<file path="config.mk">
export PLATFORM = sky130hd
export DESIGN_NAME = afsk_nrzi_tone_modulator
export DESIGN_NICKNAME = d
export VERILOG_FILES = /design/src/design/afsk_ntm_pkg.sv /design/src/design/afsk_ntm_store.sv /design/src/design/afsk_ntm_core.sv /design/src/design/afsk_ntm_obuf.sv /design/src/design/afsk_nrzi_tone_modulator.sv
export VERILOG_INCLUDE_DIRS = /design/src /design/src/design
export SDC_FILE = /design/constraint.sdc
export NUM_CORES = 2
export LEC_CHECK = 0
export BUFFER_PORTS_ARGS = -buffer_cell sky130_fd_sc_hd__clkbuf_2
export CAP_MARGIN = 10
export CORE_ASPECT_RATIO = 2
export CORE_MARGIN = 2
export CORE_UTILIZATION = 48
export DETAILED_ROUTE_END_ITERATION = 8
export SKIP_LAST_GASP = 1
export SLEW_MARGIN = 25
export SYNTH_ARGS = -nofsm -noshare
export SYNTH_HDL_FRONTEND = slang
export SYNTH_HIERARCHICAL = 1
export SYNTH_SLANG_ARGS = --single-unit
</file>
<file path="constraint.sdc">
create_clock -name clk -period 9.2 [get_ports clk]
set_input_delay 0.92 -clock clk [delete_from_list [all_inputs] [get_ports clk]]
set_output_delay 0.92 -clock clk [all_outputs]
set_load 0.05 [all_outputs]
</file>
<file path="src/design/afsk_nrzi_tone_modulator_defines.svh">
// Assertion helpers shared by the modulator RTL
`ifndef AFSK_NRZI_TONE_MODULATOR_DEFINES_SVH
`define AFSK_NRZI_TONE_MODULATOR_DEFINES_SVH

// Same-cycle implication, disabled while in reset
`define AFSK_AST_IMP(label, clk, rst_n, ante, cons) \
    label: assert property (@(posedge clk) disable iff (!rst_n) (ante) |-> (cons)) \
        else $error("afsk modulator check failed");

// Next-cycle implication, disabled while in reset
`define AFSK_AST_NXT(label, clk, rst_n, ante, cons) \
    label: assert property (@(posedge clk) disable iff (!rst_n) (ante) |=> (cons)) \
        else $error("afsk modulator check failed");

`endif

</file>
<file path="src/design/afsk_ntm_pkg.sv">
package afsk_ntm_pkg;

    // Item kinds carried in s_tuser
    typedef enum logic [1:0] {
        OP_WRITE = 2'd0,
        OP_START = 2'd1,
        OP_TICK  = 2'd2
    } op_t;

    // Configuration register indexes
    typedef enum logic [1:0] {
        CFG_MARK_STEP  = 2'd0,
        CFG_SPACE_STEP = 2'd1,
        CFG_SPB        = 2'd2,
        CFG_IDLE_LEVEL = 2'd3
    } cfg_idx_t;

    localparam int BUF_AW   = 8;   // packet buffer address bits (256 bytes)
    localparam int TBL_AW   = 9;   // sine table address bits (512 entries)
    localparam int PHASE_W  = 16;
    localparam int STEP_W   = 15;
    localparam int BLEN_W   = 11;
    localparam int BIDX_W   = 12;
    localparam int CFG_DW   = 15;

    // Phase is kept in hundredths of a table entry
    localparam logic [PHASE_W:0] PHASE_WRAP = 17'd51200;

    // floor(x/100) == (x*83887) >> 23 for every x below PHASE_WRAP
    localparam logic [16:0] RECIP_MULT  = 17'd83887;
    localparam int          RECIP_SHIFT = 23;

    // Reset values of the configuration registers
    localparam logic [STEP_W-1:0] MARK_STEP_RST  = 15'd2327;
    localparam logic [STEP_W-1:0] SPACE_STEP_RST = 15'd4267;
    localparam logic [7:0]        SPB_RST        = 8'd22;
    localparam logic [7:0]        IDLE_LEVEL_RST = 8'd128;

    // Packet buffer write request
    typedef struct packed {
        logic              en;
        logic [BUF_AW-1:0] addr;
        logic [7:0]        data;
    } store_wr_t;

    // One result transaction
    typedef struct packed {
        logic [7:0] sample;
        logic       busy;
        logic       done;
        logic       mark;
    } result_t;

    localparam logic [7:0] SINE_ROM [0:511] = '{
        8'd128,8'd129,8'd131,8'd132,8'd134,8'd135,8'd137,8'd138,
        8'd140,8'd142,8'd143,8'd145,8'd146,8'd148,8'd149,8'd151,
        8'd152,8'd154,8'd155,8'd157,8'd158,8'd160,8'd162,8'd163,
        8'd165,8'd166,8'd167,8'd169,8'd170,8'd172,8'd173,8'd175,
        8'd176,8'd178,8'd179,8'd181,8'd182,8'd183,8'd185,8'd186,
        8'd188,8'd189,8'd190,8'd192,8'd193,8'd194,8'd196,8'd197,
        8'd198,8'd200,8'd201,8'd202,8'd203,8'd205,8'd206,8'd207,
        8'd208,8'd210,8'd211,8'd212,8'd213,8'd214,8'd215,8'd217,
        8'd218,8'd219,8'd220,8'd221,8'd222,8'd223,8'd224,8'd225,
        8'd226,8'd227,8'd228,8'd229,8'd230,8'd231,8'd232,8'd233,
        8'd234,8'd234,8'd235,8'd236,8'd237,8'd238,8'd238,8'd239,
        8'd240,8'd241,8'd241,8'd242,8'd243,8'd243,8'd244,8'd245,
        8'd245,8'd246,8'd246,8'd247,8'd248,8'd248,8'd249,8'd249,
        8'd250,8'd250,8'd250,8'd251,8'd251,8'd252,8'd252,8'd252,
        8'd253,8'd253,8'd253,8'd253,8'd254,8'd254,8'd254,8'd254,
        8'd254,8'd255,8'd255,8'd255,8'd255,8'd255,8'd255,8'd255,
        8'd255,8'd255,8'd255,8'd255,8'd255,8'd255,8'd255,8'd255,
        8'd254,8'd254,8'd254,8'd254,8'd254,8'd253,8'd253,8'd253,
        8'd253,8'd252,8'd252,8'd252,8'd251,8'd251,8'd250,8'd250,
        8'd250,8'd249,8'd249,8'd248,8'd248,8'd247,8'd246,8'd246,
        8'd245,8'd245,8'd244,8'd243,8'd243,8'd242,8'd241,8'd241,
        8'd240,8'd239,8'd238,8'd238,8'd237,8'd236,8'd235,8'd234,
        8'd234,8'd233,8'd232,8'd231,8'd230,8'd229,8'd228,8'd227,
        8'd226,8'd225,8'd224,8'd223,8'd222,8'd221,8'd220,8'd219,
        8'd218,8'd217,8'd215,8'd214,8'd213,8'd212,8'd211,8'd210,
        8'd208,8'd207,8'd206,8'd205,8'd203,8'd202,8'd201,8'd200,
        8'd198,8'd197,8'd196,8'd194,8'd193,8'd192,8'd190,8'd189,
        8'd188,8'd186,8'd185,8'd183,8'd182,8'd181,8'd179,8'd178,
        8'd176,8'd175,8'd173,8'd172,8'd170,8'd169,8'd167,8'd166,
        8'd165,8'd163,8'd162,8'd160,8'd158,8'd157,8'd155,8'd154,
        8'd152,8'd151,8'd149,8'd148,8'd146,8'd145,8'd143,8'd142,
        8'd140,8'd138,8'd137,8'd135,8'd134,8'd132,8'd131,8'd129,
        8'd128,8'd126,8'd124,8'd123,8'd121,8'd120,8'd118,8'd117,
        8'd115,8'd113,8'd112,8'd110,8'd109,8'd107,8'd106,8'd104,
        8'd103,8'd101,8'd100,8'd98,8'd97,8'd95,8'd93,8'd92,
        8'd90,8'd89,8'd88,8'd86,8'd85,8'd83,8'd82,8'd80,
        8'd79,8'd77,8'd76,8'd74,8'd73,8'd72,8'd70,8'd69,
        8'd67,8'd66,8'd65,8'd63,8'd62,8'd61,8'd59,8'd58,
        8'd57,8'd55,8'd54,8'd53,8'd52,8'd50,8'd49,8'd48,
        8'd47,8'd45,8'd44,8'd43,8'd42,8'd41,8'd40,8'd38,
        8'd37,8'd36,8'd35,8'd34,8'd33,8'd32,8'd31,8'd30,
        8'd29,8'd28,8'd27,8'd26,8'd25,8'd24,8'd23,8'd22,
        8'd21,8'd21,8'd20,8'd19,8'd18,8'd17,8'd17,8'd16,
        8'd15,8'd14,8'd14,8'd13,8'd12,8'd12,8'd11,8'd10,
        8'd10,8'd9,8'd9,8'd8,8'd7,8'd7,8'd6,8'd6,
        8'd5,8'd5,8'd5,8'd4,8'd4,8'd3,8'd3,8'd3,
        8'd2,8'd2,8'd2,8'd2,8'd1,8'd1,8'd1,8'd1,
        8'd1,8'd0,8'd0,8'd0,8'd0,8'd0,8'd0,8'd0,
        8'd0,8'd0,8'd0,8'd0,8'd0,8'd0,8'd0,8'd0,
        8'd1,8'd1,8'd1,8'd1,8'd1,8'd2,8'd2,8'd2,
        8'd2,8'd3,8'd3,8'd3,8'd4,8'd4,8'd5,8'd5,
        8'd5,8'd6,8'd6,8'd7,8'd7,8'd8,8'd9,8'd9,
        8'd10,8'd10,8'd11,8'd12,8'd12,8'd13,8'd14,8'd14,
        8'd15,8'd16,8'd17,8'd17,8'd18,8'd19,8'd20,8'd21,
        8'd21,8'd22,8'd23,8'd24,8'd25,8'd26,8'd27,8'd28,
        8'd29,8'd30,8'd31,8'd32,8'd33,8'd34,8'd35,8'd36,
        8'd37,8'd38,8'd40,8'd41,8'd42,8'd43,8'd44,8'd45,
        8'd47,8'd48,8'd49,8'd50,8'd52,8'd53,8'd54,8'd55,
        8'd57,8'd58,8'd59,8'd61,8'd62,8'd63,8'd65,8'd66,
        8'd67,8'd69,8'd70,8'd72,8'd73,8'd74,8'd76,8'd77,
        8'd79,8'd80,8'd82,8'd83,8'd85,8'd86,8'd88,8'd89,
        8'd90,8'd92,8'd93,8'd95,8'd97,8'd98,8'd100,8'd101,
        8'd103,8'd104,8'd106,8'd107,8'd109,8'd110,8'd112,8'd113,
        8'd115,8'd117,8'd118,8'd120,8'd121,8'd123,8'd124,8'd126
    };

endpackage

</file>
<file path="src/design/afsk_ntm_store.sv">
// Packet buffer: one write port, one registered read port with write forwarding,
// plus a register copy of byte 0 so a start can load it without a read.
module afsk_ntm_store
(
    input  logic                              clk,
    input  afsk_ntm_pkg::store_wr_t           wr,
    input  logic [afsk_ntm_pkg::BUF_AW-1:0]   rd_addr,
    output logic [7:0]                        rd_data,
    output logic [7:0]                        byte0
);

    logic [7:0] mem [0:(1 << afsk_ntm_pkg::BUF_AW)-1];
    logic [7:0] rd_data_reg;
    logic [7:0] byte0_reg;

    // Write port
    always_ff @(posedge clk)
    begin
        if (wr.en)
        begin
            mem[wr.addr] <= wr.data;
        end
    end

    // Read port; a same-cycle write to the read address is passed through
    always_ff @(posedge clk)
    begin
        if (wr.en && (wr.addr == rd_addr))
        begin
            rd_data_reg <= wr.data;
        end
        else
        begin
            rd_data_reg <= mem[rd_addr];
        end
    end

    // Shadow of byte 0
    always_ff @(posedge clk)
    begin
        if (wr.en && (wr.addr == '0))
        begin
            byte0_reg <= wr.data;
        end
    end

    assign rd_data = rd_data_reg;
    assign byte0   = byte0_reg;

endmodule

</file>
<file path="src/design/afsk_ntm_core.sv">
`include "afsk_nrzi_tone_modulator_defines.svh"

// Modulator state: configuration registers, phase accumulator, bit timing,
// NRZI tone select. Computes the result of the accepted transaction.
module afsk_ntm_core
(
    input  logic                                clk,
    input  logic                                rst_n,
    // configuration writes
    input  logic                                cfg_we,
    input  logic [1:0]                          cfg_index,
    input  logic [afsk_ntm_pkg::CFG_DW-1:0]     cfg_data,
    // accepted transaction
    input  logic                                fire,
    input  logic [1:0]                          op,
    input  logic [afsk_ntm_pkg::BUF_AW-1:0]     byte_addr,
    input  logic [7:0]                          byte_data,
    input  logic [afsk_ntm_pkg::BLEN_W-1:0]     bit_length,
    // packet buffer
    output afsk_ntm_pkg::store_wr_t             store_wr,
    output logic [afsk_ntm_pkg::BUF_AW-1:0]     store_rd_addr,
    input  logic [7:0]                          store_rd_data,
    input  logic [7:0]                          store_byte0,
    // result of this transaction
    output afsk_ntm_pkg::result_t               res
);

    localparam int PW = afsk_ntm_pkg::PHASE_W;
    localparam int SW = afsk_ntm_pkg::STEP_W;
    localparam int LW = afsk_ntm_pkg::BLEN_W;
    localparam int BW = afsk_ntm_pkg::BIDX_W;

    logic [SW-1:0] mark_step_reg;
    logic [SW-1:0] space_step_reg;
    logic [7:0]    spb_reg;
    logic [7:0]    idle_reg;

    logic [PW-1:0] phase_reg,  phase_next;
    logic          mark_reg,   mark_next;
    logic [7:0]    tick_reg,   tick_next;
    logic [BW-1:0] bidx_reg,   bidx_next;
    logic [LW-1:0] len_reg,    len_next;
    logic [7:0]    shift_reg,  shift_next;
    logic          active_reg, active_next;

    logic [7:0]    sample_next;
    logic          done_next;

    logic [32:0]   quot_prod;
    logic [afsk_ntm_pkg::TBL_AW-1:0] tbl_idx;
    logic [SW-1:0] step_sel;
    logic [PW:0]   phase_sum;
    logic [PW:0]   phase_wrapped;
    logic [7:0]    tick_inc;
    logic [BW-1:0] bidx_inc;
    logic [7:0]    shift_new;

    // Configuration registers
    always_ff @(posedge clk or negedge rst_n)
    begin
        if (!rst_n)
        begin
            mark_step_reg  <= afsk_ntm_pkg::MARK_STEP_RST;
            space_step_reg <= afsk_ntm_pkg::SPACE_STEP_RST;
            spb_reg        <= afsk_ntm_pkg::SPB_RST;
            idle_reg       <= afsk_ntm_pkg::IDLE_LEVEL_RST;
        end
        else if (cfg_we)
        begin
            unique case (afsk_ntm_pkg::cfg_idx_t'(cfg_index))
                afsk_ntm_pkg::CFG_MARK_STEP:  mark_step_reg  <= cfg_data[SW-1:0];
                afsk_ntm_pkg::CFG_SPACE_STEP: space_step_reg <= cfg_data[SW-1:0];
                afsk_ntm_pkg::CFG_SPB:        spb_reg        <= cfg_data[7:0];
                afsk_ntm_pkg::CFG_IDLE_LEVEL: idle_reg       <= cfg_data[7:0];
                default: ;
            endcase
        end
    end

    // Table index = phase / 100 through a reciprocal multiply
    assign quot_prod = 33'(phase_reg) * 33'(afsk_ntm_pkg::RECIP_MULT);
    assign tbl_idx   = quot_prod[afsk_ntm_pkg::RECIP_SHIFT +: afsk_ntm_pkg::TBL_AW];

    // Phase advance with a single wrap
    assign step_sel      = mark_reg ? mark_step_reg : space_step_reg;
    assign phase_sum     = (PW + 1)'(phase_reg) + (PW + 1)'(step_sel);
    assign phase_wrapped = (phase_sum >= afsk_ntm_pkg::PHASE_WRAP)
                         ? phase_sum - afsk_ntm_pkg::PHASE_WRAP : phase_sum;

    assign tick_inc = tick_reg + 8'd1;
    assign bidx_inc = bidx_reg + BW'(1);

    // Next byte to load is always the one after the current bit's byte
    assign store_rd_addr = bidx_reg[3 +: afsk_ntm_pkg::BUF_AW] + afsk_ntm_pkg::BUF_AW'(1);
    assign shift_new     = (bidx_inc[2:0] == 3'd0) ? store_rd_data : (shift_reg >> 1);

    // Packet buffer write
    always_comb
    begin
        store_wr.en   = fire && (op == afsk_ntm_pkg::OP_WRITE);
        store_wr.addr = byte_addr;
        store_wr.data = byte_data;
    end

    // Next state and result
    always_comb
    begin
        phase_next  = phase_reg;
        mark_next   = mark_reg;
        tick_next   = tick_reg;
        bidx_next   = bidx_reg;
        len_next    = len_reg;
        shift_next  = shift_reg;
        active_next = active_reg;
        sample_next = idle_reg;
        done_next   = 1'b0;

        if (fire)
        begin
            unique case (afsk_ntm_pkg::op_t'(op))
                afsk_ntm_pkg::OP_WRITE: ;
                afsk_ntm_pkg::OP_START:
                begin
                    if (bit_length != '0)
                    begin
                        tick_next   = '0;
                        bidx_next   = '0;
                        phase_next  = '0;
                        mark_next   = 1'b0;
                        len_next    = bit_length;
                        shift_next  = store_byte0;
                        active_next = 1'b1;
                    end
                end
                afsk_ntm_pkg::OP_TICK:
                begin
                    if (active_reg)
                    begin
                        sample_next = afsk_ntm_pkg::SINE_ROM[tbl_idx];
                        phase_next  = phase_wrapped[PW-1:0];
                        tick_next   = tick_inc;
                        if (tick_inc == spb_reg)
                        begin
                            tick_next = '0;
                            bidx_next = bidx_inc;
                            if (bidx_inc > BW'(len_reg))
                            begin
                                // end of packet
                                active_next = 1'b0;
                                len_next    = '0;
                                done_next   = 1'b1;
                                sample_next = idle_reg;
                            end
                            else
                            begin
                                // NRZI: a zero bit flips the tone
                                shift_next = shift_new;
                                if (!shift_new[0])
                                begin
                                    mark_next = !mark_reg;
                                end
                            end
                        end
                    end
                end
                default: ;
            endcase
        end
    end

    always_ff @(posedge clk or negedge rst_n)
    begin
        if (!rst_n)
        begin
            phase_reg  <= '0;
            mark_reg   <= 1'b0;
            tick_reg   <= '0;
            bidx_reg   <= '0;
            len_reg    <= '0;
            shift_reg  <= '0;
            active_reg <= 1'b0;
        end
        else
        begin
            phase_reg  <= phase_next;
            mark_reg   <= mark_next;
            tick_reg   <= tick_next;
            bidx_reg   <= bidx_next;
            len_reg    <= len_next;
            shift_reg  <= shift_next;
            active_reg <= active_next;
        end
    end

    always_comb
    begin
        res.sample = sample_next;
        res.busy   = active_next;
        res.done   = done_next;
        res.mark   = mark_next;
    end

    // Checks
    `AFSK_AST_IMP(a_phase_range, clk, rst_n, 1'b1, (17'(phase_reg) < afsk_ntm_pkg::PHASE_WRAP))
    `AFSK_AST_IMP(a_active_len, clk, rst_n, 1'b1, (active_reg == (len_reg != '0)))
    `AFSK_AST_IMP(a_bidx_bound, clk, rst_n, active_reg, (bidx_reg <= BW'(len_reg)))
    `AFSK_AST_NXT(a_done_stops, clk, rst_n, (fire && done_next), (!active_reg))

endmodule

</file>
<file path="src/design/afsk_ntm_obuf.sv">
`include "afsk_nrzi_tone_modulator_defines.svh"

// Two-entry result buffer: takes a new result while an older one still waits.
module afsk_ntm_obuf
(
    input  logic                    clk,
    input  logic                    rst_n,
    input  logic                    push,
    input  afsk_ntm_pkg::result_t   push_data,
    output logic                    in_ready,
    output logic                    out_valid,
    input  logic                    out_ready,
    output afsk_ntm_pkg::result_t   out_data
);

    afsk_ntm_pkg::result_t slot0_reg, slot0_next;
    afsk_ntm_pkg::result_t slot1_reg, slot1_next;
    logic [1:0]            cnt_reg,   cnt_next;
    logic                  pop;

    assign in_ready  = (cnt_reg != 2'd2);
    assign out_valid = (cnt_reg != 2'd0);
    assign out_data  = slot0_reg;
    assign pop       = out_valid && out_ready;

    // Slot movement
    always_comb
    begin
        slot0_next = slot0_reg;
        slot1_next = slot1_reg;
        cnt_next   = cnt_reg;
        if (push && !pop)
        begin
            if (cnt_reg == 2'd0)
            begin
                slot0_next = push_data;
            end
            else
            begin
                slot1_next = push_data;
            end
            cnt_next = cnt_reg + 2'd1;
        end
        else if (pop && !push)
        begin
            slot0_next = slot1_reg;
            cnt_next   = cnt_reg - 2'd1;
        end
        else if (pop && push)
        begin
            if (cnt_reg == 2'd1)
            begin
                slot0_next = push_data;
            end
            else
            begin
                slot0_next = slot1_reg;
                slot1_next = push_data;
            end
        end
    end

    always_ff @(posedge clk)
    begin
        slot0_reg <= slot0_next;
        slot1_reg <= slot1_next;
    end

    always_ff @(posedge clk or negedge rst_n)
    begin
        if (!rst_n)
        begin
            cnt_reg <= 2'd0;
        end
        else
        begin
            cnt_reg <= cnt_next;
        end
    end

    // Checks
    `AFSK_AST_IMP(a_cnt_range, clk, rst_n, 1'b1, (cnt_reg != 2'd3))
    `AFSK_AST_NXT(a_push_empty, clk, rst_n, (push && cnt_reg == 2'd0), (out_data == $past(push_data)))

endmodule

</file>
<file path="src/design/afsk_nrzi_tone_modulator.sv">
// Channel   Dir  Handshake          Contents
// s_*       in   s_tvalid/s_tready  s_tuser: op; s_tdata: byte_addr, byte_data, bit_length
// m_*       out  m_tvalid/m_tready  m_tdata: sample, busy_res, tone_is_mark; m_tlast: done_res
// cfg_*     in   cfg_we             cfg_index selects register, cfg_data value
//
// One transaction per cycle while s_tready is high; each gives one result, registered in the result buffer.
// The path phase register -> reciprocal multiply -> sine table sets the cycle time.
// Reset (rst_n low) restores the register defaults and stops transmission; the
// packet buffer is not cleared and holds garbage until written.
// A two-entry result buffer keeps s_tready high while one result waits on m_tready.
module afsk_nrzi_tone_modulator
(
    input  logic        clk,
    input  logic        rst_n,
    input  logic        s_tvalid,
    output logic        s_tready,
    input  logic [31:0] s_tdata,   // [7:0] byte_addr, [15:8] byte_data, [26:16] bit_length
    input  logic [1:0]  s_tuser,   // [1:0] op
    output logic        m_tvalid,
    input  logic        m_tready,
    output logic [15:0] m_tdata,   // [7:0] sample, [8] busy_res, [9] tone_is_mark
    output logic        m_tlast,   // done_res
    input  logic        cfg_we,
    input  logic [1:0]  cfg_index,
    input  logic [afsk_ntm_pkg::CFG_DW-1:0] cfg_data
);

    logic                                fire;
    afsk_ntm_pkg::store_wr_t             store_wr;
    logic [afsk_ntm_pkg::BUF_AW-1:0]     store_rd_addr;
    logic [7:0]                          store_rd_data;
    logic [7:0]                          store_byte0;
    afsk_ntm_pkg::result_t               res;
    afsk_ntm_pkg::result_t               out_res;

    assign fire = s_tvalid && s_tready;

    afsk_ntm_store u_store
    (
        .clk     (clk),
        .wr      (store_wr),
        .rd_addr (store_rd_addr),
        .rd_data (store_rd_data),
        .byte0   (store_byte0)
    );

    afsk_ntm_core u_core
    (
        .clk           (clk),
        .rst_n         (rst_n),
        .cfg_we        (cfg_we),
        .cfg_index     (cfg_index),
        .cfg_data      (cfg_data),
        .fire          (fire),
        .op            (s_tuser),
        .byte_addr     (s_tdata[7:0]),
        .byte_data     (s_tdata[15:8]),
        .bit_length    (s_tdata[26:16]),
        .store_wr      (store_wr),
        .store_rd_addr (store_rd_addr),
        .store_rd_data (store_rd_data),
        .store_byte0   (store_byte0),
        .res           (res)
    );

    afsk_ntm_obuf u_obuf
    (
        .clk       (clk),
        .rst_n     (rst_n),
        .push      (fire),
        .push_data (res),
        .in_ready  (s_tready),
        .out_valid (m_tvalid),
        .out_ready (m_tready),
        .out_data  (out_res)
    );

    // Output packing
    assign m_tdata = {6'd0, out_res.mark, out_res.busy, out_res.sample};
    assign m_tlast = out_res.done;

endmodule
</file>
### Word level (Yosys, flattened, before mapping)

Memories as Yosys holds them, arrays and structs flattened. A register that Yosys moved wholly into a read port is not among the register bits.
Index checks and enable logic that the tools add are counted.

* bits of input ports: 56
* bits in writable memories: 2048
* memory bits (read-only): 4096
* output and inout port bits: 19
* word-level logic and storage cells: 146
* flip-flop bits (word level): 135
* memories: 2
* bits in latches: 0

* eq/ne operators: 17
* shifts and indexed selects: 0
* reductions and logical operators: 31
* divide/modulo/power cells: 0
* bitwise gates (word level): 1
* mux-type cells: 63
* magnitude comparators: 3
* multiply operators: 1
* $add $sub $neg: 7

Memory list
* (name not given): depth 512, bits a word 8, read ports 1, clocked after Yosys merged registers in 0, wr ports 0, line afsk_ntm_core.sv:139 `sample_next = afsk_ntm_pkg::SINE_ROM[tbl_idx];`
* u_store.mem: depth 256, bits a word 8, read ports 1, clocked after Yosys merged registers in 1, wr ports 1, line afsk_ntm_store.sv:12 `logic [7:0] mem [0:(1 << afsk_ntm_pkg::BUF_AW)-1];`

Operators with widths (count)
* two-way mux 11 bit: 14
* two-way mux 8 bit: 15
* two-way mux 16 bit: 3
* two-way mux 12 bit: 3
* multiplier 16 x 17 -> 32 bit, second input constant: 1
* one-hot mux 16 bit (2 select lines): 1
* one-hot mux 8 bit (2 select lines): 2
* one-hot mux 12 bit (2 select lines): 1
* one-hot mux 11 bit (2 select lines): 1
* two-way mux 1 bit: 18
* adder 16 x 15 -> 17 bit: 1
* >= comparator 17 x 16 -> 1 bit, second input constant: 1
* adder 8 x 1 -> 8 bit, second input constant: 2
* subtractor 16 bit, second input constant: 1
* two-way mux 15 bit: 1
* adder 12 x 1 -> 12 bit, second input constant: 1
* > comparator 12 x 11 -> 1 bit: 1
* inequality test 2 x 1 -> 1 bit, second input constant: 6
* AND reduction 6 bit: 2
* nonzero test 11 bit: 1
* >= comparator 10 bit, second input constant: 1
* inverter 9 -> 10 bit: 1
* AND reduction 2 bit: 5
* == test 8 bit: 1
* 16 further kinds: 39

### Depth between registers and ports, before layout

* depth after elaboration: 14
* gate-level depth with buffers: 33

### Hierarchy

The synthesis kept the hierarchy.

Modules (own cells, without submodules)
* afsk_ntm_store: area an instance 79427.4 um^2, cells each 3789, times used 1
* afsk_ntm_core: area an instance 14252.4 um^2, cells each 1674, times used 1
* afsk_ntm_obuf: area an instance 1184.9 um^2, cells each 100, times used 1
* afsk_nrzi_tone_modulator: area an instance 55.1 um^2, cells each 8, times used 1

### Worst setup path before layout

No wires, ideal clock.

* path type: flip-flop to flip-flop
* from: reg u_core.phase_reg[13]
* to: reg u_obuf.slot0_reg (netlist bit u_obuf/out_data[3]) (data pin)
* slack: 1.013 ns
* stages on the path, launching flop included: 30
* clock period less this slack: 8.187 ns
* library setup time: 0.268 ns
* data arrival time: 7.919 ns
* buffers on the path: 3
* cells stage by stage: dfrtp_1 > fa_1 > inv_1 > fa_1 > inv_1 > fa_1 > fa_1 > fa_1 > inv_1 > fa_1 > inv_1 > ha_1 > nand3_1 > or4_4 > or3_1 > and3_4 > xnor2_4 > clkbuf_1 > ha_1 > clkbuf_1 > inv_1 > clkbuf_1 > nor2_1 > a21boi_0 > a311oi_1 > a311oi_1 > a211oi_1 > o32a_1 > nand2_1 > o211ai_1

RTL lines
* from (decl): line afsk_ntm_core.sv:38 `logic [PW-1:0] phase_reg, phase_next;`
* from (signal assigned): line afsk_ntm_core.sv:185 `phase_reg <= phase_next;`
* to (signal assigned): line afsk_ntm_obuf.sv:65 `slot0_reg <= slot0_next;`
* to (decl): line afsk_ntm_obuf.sv:16 `afsk_ntm_pkg::result_t slot0_reg, slot0_next;`

==> out/metrics.cfg <==
[outcome]
outcome=complete, no violations

[placement]
place_ws_ns=0.482
hpwl_mm=184
numPortBuffers=63
dpl.cell_count=8006
gp_congestion=0.973

[clock_network]
clockBufferDepth=4
cts_tree=done
worstSkewPairLatency_ns=0.86
postCtsSetupBuffers=0
cts_max_level=4
cts.sinks=2182
post_cts_resized=0
clk_pin_slew_worst_paths_ns=0.07
hold_buffers=0
cts_inserted_buffers=193
clock-root-buffer=clkbuf_16

[critical_path]
critical_path_required_ns=9.76
regToRegStartpoint=u_core/phase_reg[10]
cp_slowest_stage_delay_ns=0.61
crit_family=adder cells
rr_endpoint=u_obuf/out_data[3]
worst_r2r_path_depth=26
worstSetupEndpointType=flop
arrival_ns=9.36
crit_slowest_cell=fa_1
startpoint_type=flop
r2r_slack_ns=0.40
cp_num_buf_inv=5
path_max_fanout=11
path_depth=26
crit_type=reg -> reg
cp_common_cell=fa_1

[drt]
drtIter0Drc=4467
vias_per_cell=6.18
antenna_left=0
routed_wirelength_mm=267
first_pass_iters=5
wl_per_cell_um=31.9
drc_errors=0
num_vias=51636

[global_route]
grt-ovfl-total=0
grt_util_all_layers_pct=26.5
grt_antenna_before_repair=5
grt_max_degree=109
grt_pass1_wl_mm=381
grt_pass1_vias=54363

[timing]
fin_worst_skew_ns=0.0386
period_needed_ns=8.80
setup_violations=0
whs_ns=0.0925
hold_viol=0
max_slew_margin_pct=27.5
maxSlewViolCount=0
rsz0062_at_grt=false
finalSetupTns_ns=0
fin_ws_ns=0.403
period_share_pct=95.6
tightest_slew_ns=1.07
fmax_ghz=0.114

[logic_synthesis]
synth.most_common_cell=edfxtp_1
syn_inst=5571
ys_top_cells_by_count=edfxtp_1, mux4_2, nor2_1
ys_ff_latch=2182
yosys_warnings=6
synthArstFlopShare_pct=4.77
yosysUniqueCellTypes=92
syn_area_per_cell_um2=17.0
yosys.area.top_type=edfxtp_1
dominantRegCellSynth=edfxtp_1
synth_edf_count=2070
syn-cell-area_um2=94900
synth_top_area_share_pct=65.5
synthTopCellsByArea=edfxtp_1, mux4_2, ha_1
yosysSeqAreaShare_pct=68.4

[floorplan]
dieHeight_um=633
core-area_um2=196000
start_util_pct=48.4
ioPinCount=75
num_rows=230
die_area_um2=202000
die_w_um=318

[cells_and_area]
num-fill-cells=15674
multi_input_area_um2=27400
layout-drive-gt1-share_pct=18.9
seq_area_um2=65000
largest_reg_flops=2041
areaGrowthSynthToFinish_pct=9.85
final_cell_count_no_fill=8355
finalNetCount=5985

[power_and_ir_drop]
p_per_area_nw_per_um2=350
leakagePower_nw=34.8
irDropWorstVdd_mv=0.673

[run]
max_cap_viol_count=0

[hold_path]
min_path_type=in -> async

[cell type report]
type	instances	share of cell area (%)
sequential	2182	62.3
antenna	1	0.00240
multi-input combinational	2825	26.3
timing repair buffer	230	1.77
inverter	218	0.785
clock buffer	238	4.91
tap	2552	3.06
clock inverter	109	0.883
[cell usage in the layout, fill, tap and decap left out, drive strengths merged, types with 11 or more instances in the layout]
cell type,instances
edfxtp,2070
dfrtp,88
o21ai,157
o2bb2ai,12
mux4,430
o22ai,38
and2,16
a22o,45
nand2b,17
a211oi,29
nor4,21
a21o,19
nand4,28
mux2,88
nor2b,24
clkinv,78
a22oi,149
nor3,46
bufinv,14
ha,182
clkbuf,297
xnor2,34
fa,97
a221oi,23
mux2i,159
a31oi,24
nand3,89
inv,225
or2,11
nor2,379
xor2,30
o211ai,53
dfstp,16
a21oi,204
nand2,216
o221ai,37
buf,171
o32ai,17
[power breakdown]
group | leakage [nW] | total [mW] | internal, mW | switching, mW
combinational | 11.9 | 17.3 | 5.80 | 11.5
sequential | 20.0 | 11.2 | 11.1 | 0.156
clock | 2.95 | 7.94 | 4.35 | 3.59
total | 34.8 | 36.5 | 21.2 | 15.2
[worst register-to-register path, delay by kind of cell (launching register included)]
kind / cells / cell delay [ns]
compound gates: 6 / 1.32
xor+xnor: 1 / 0.17
fa+ha+maj: 8 / 4.16
buf+inv: 5 / 0.59
flops: 1 / 0.56
simple gates: 6 / 1.71
[routing by layer]
| metal | vias up | GRT usage, % | routed length (µm) |
|---|---|---|---|
| met3 | 658 | 2.87 | 10500 |
| met4 | 8 | 17.5 | 20700 |
| li1 | 22211 | - | - |
| met5 | - | 0 | 54 |
| met1 | 27069 | 25.9 | 83400 |
| met2 | 1690 | 51.9 | 152000 |
[cells by family (layout without fill, tap and decap cells)]
family                   Yosys count  in the layout  synth area share [%]
flip-flops                      2182           2182                  68.4
AO/OA/AOI/OAI                    908            908                  6.48
AND/OR/NAND/NOR                  890            890                  4.23
multiplexers                     677            677                  12.9
buffers and inverters            569            795                  2.88
adder cells (fa/ha/maj)          280            280                  4.46
XOR/XNOR                          64             64                 0.610
other                              1              7               0.00395
[per-stage QoR]
stage	util (%)	instance area (µm²)	power (mW)
after floorplan	-	94900	22.3
after global placement	50.0	98100	28.4
after detailed placement	50.0	98200	28.4
after CTS	53.1	104000	36.4
after global routing	53.1	104000	38.5
final	53.1	104000	36.5
[worst max path at each step]
stage                               from            endpoint  slack [ns]
floorplan           u_core/phase_reg[13]  u_obuf/out_data[3]        1.01
global placement    u_core/phase_reg[10]  u_obuf/out_data[3]        0.56
detailed placement  u_core/phase_reg[10]  u_obuf/out_data[3]        0.48
CTS                 u_core/phase_reg[10]  u_obuf/out_data[3]        0.43
global route        u_core/phase_reg[13]  u_obuf/out_data[3]        0.04
finish              u_core/phase_reg[10]  u_obuf/out_data[3]        0.40
Power figures use the tool's default switching activity.
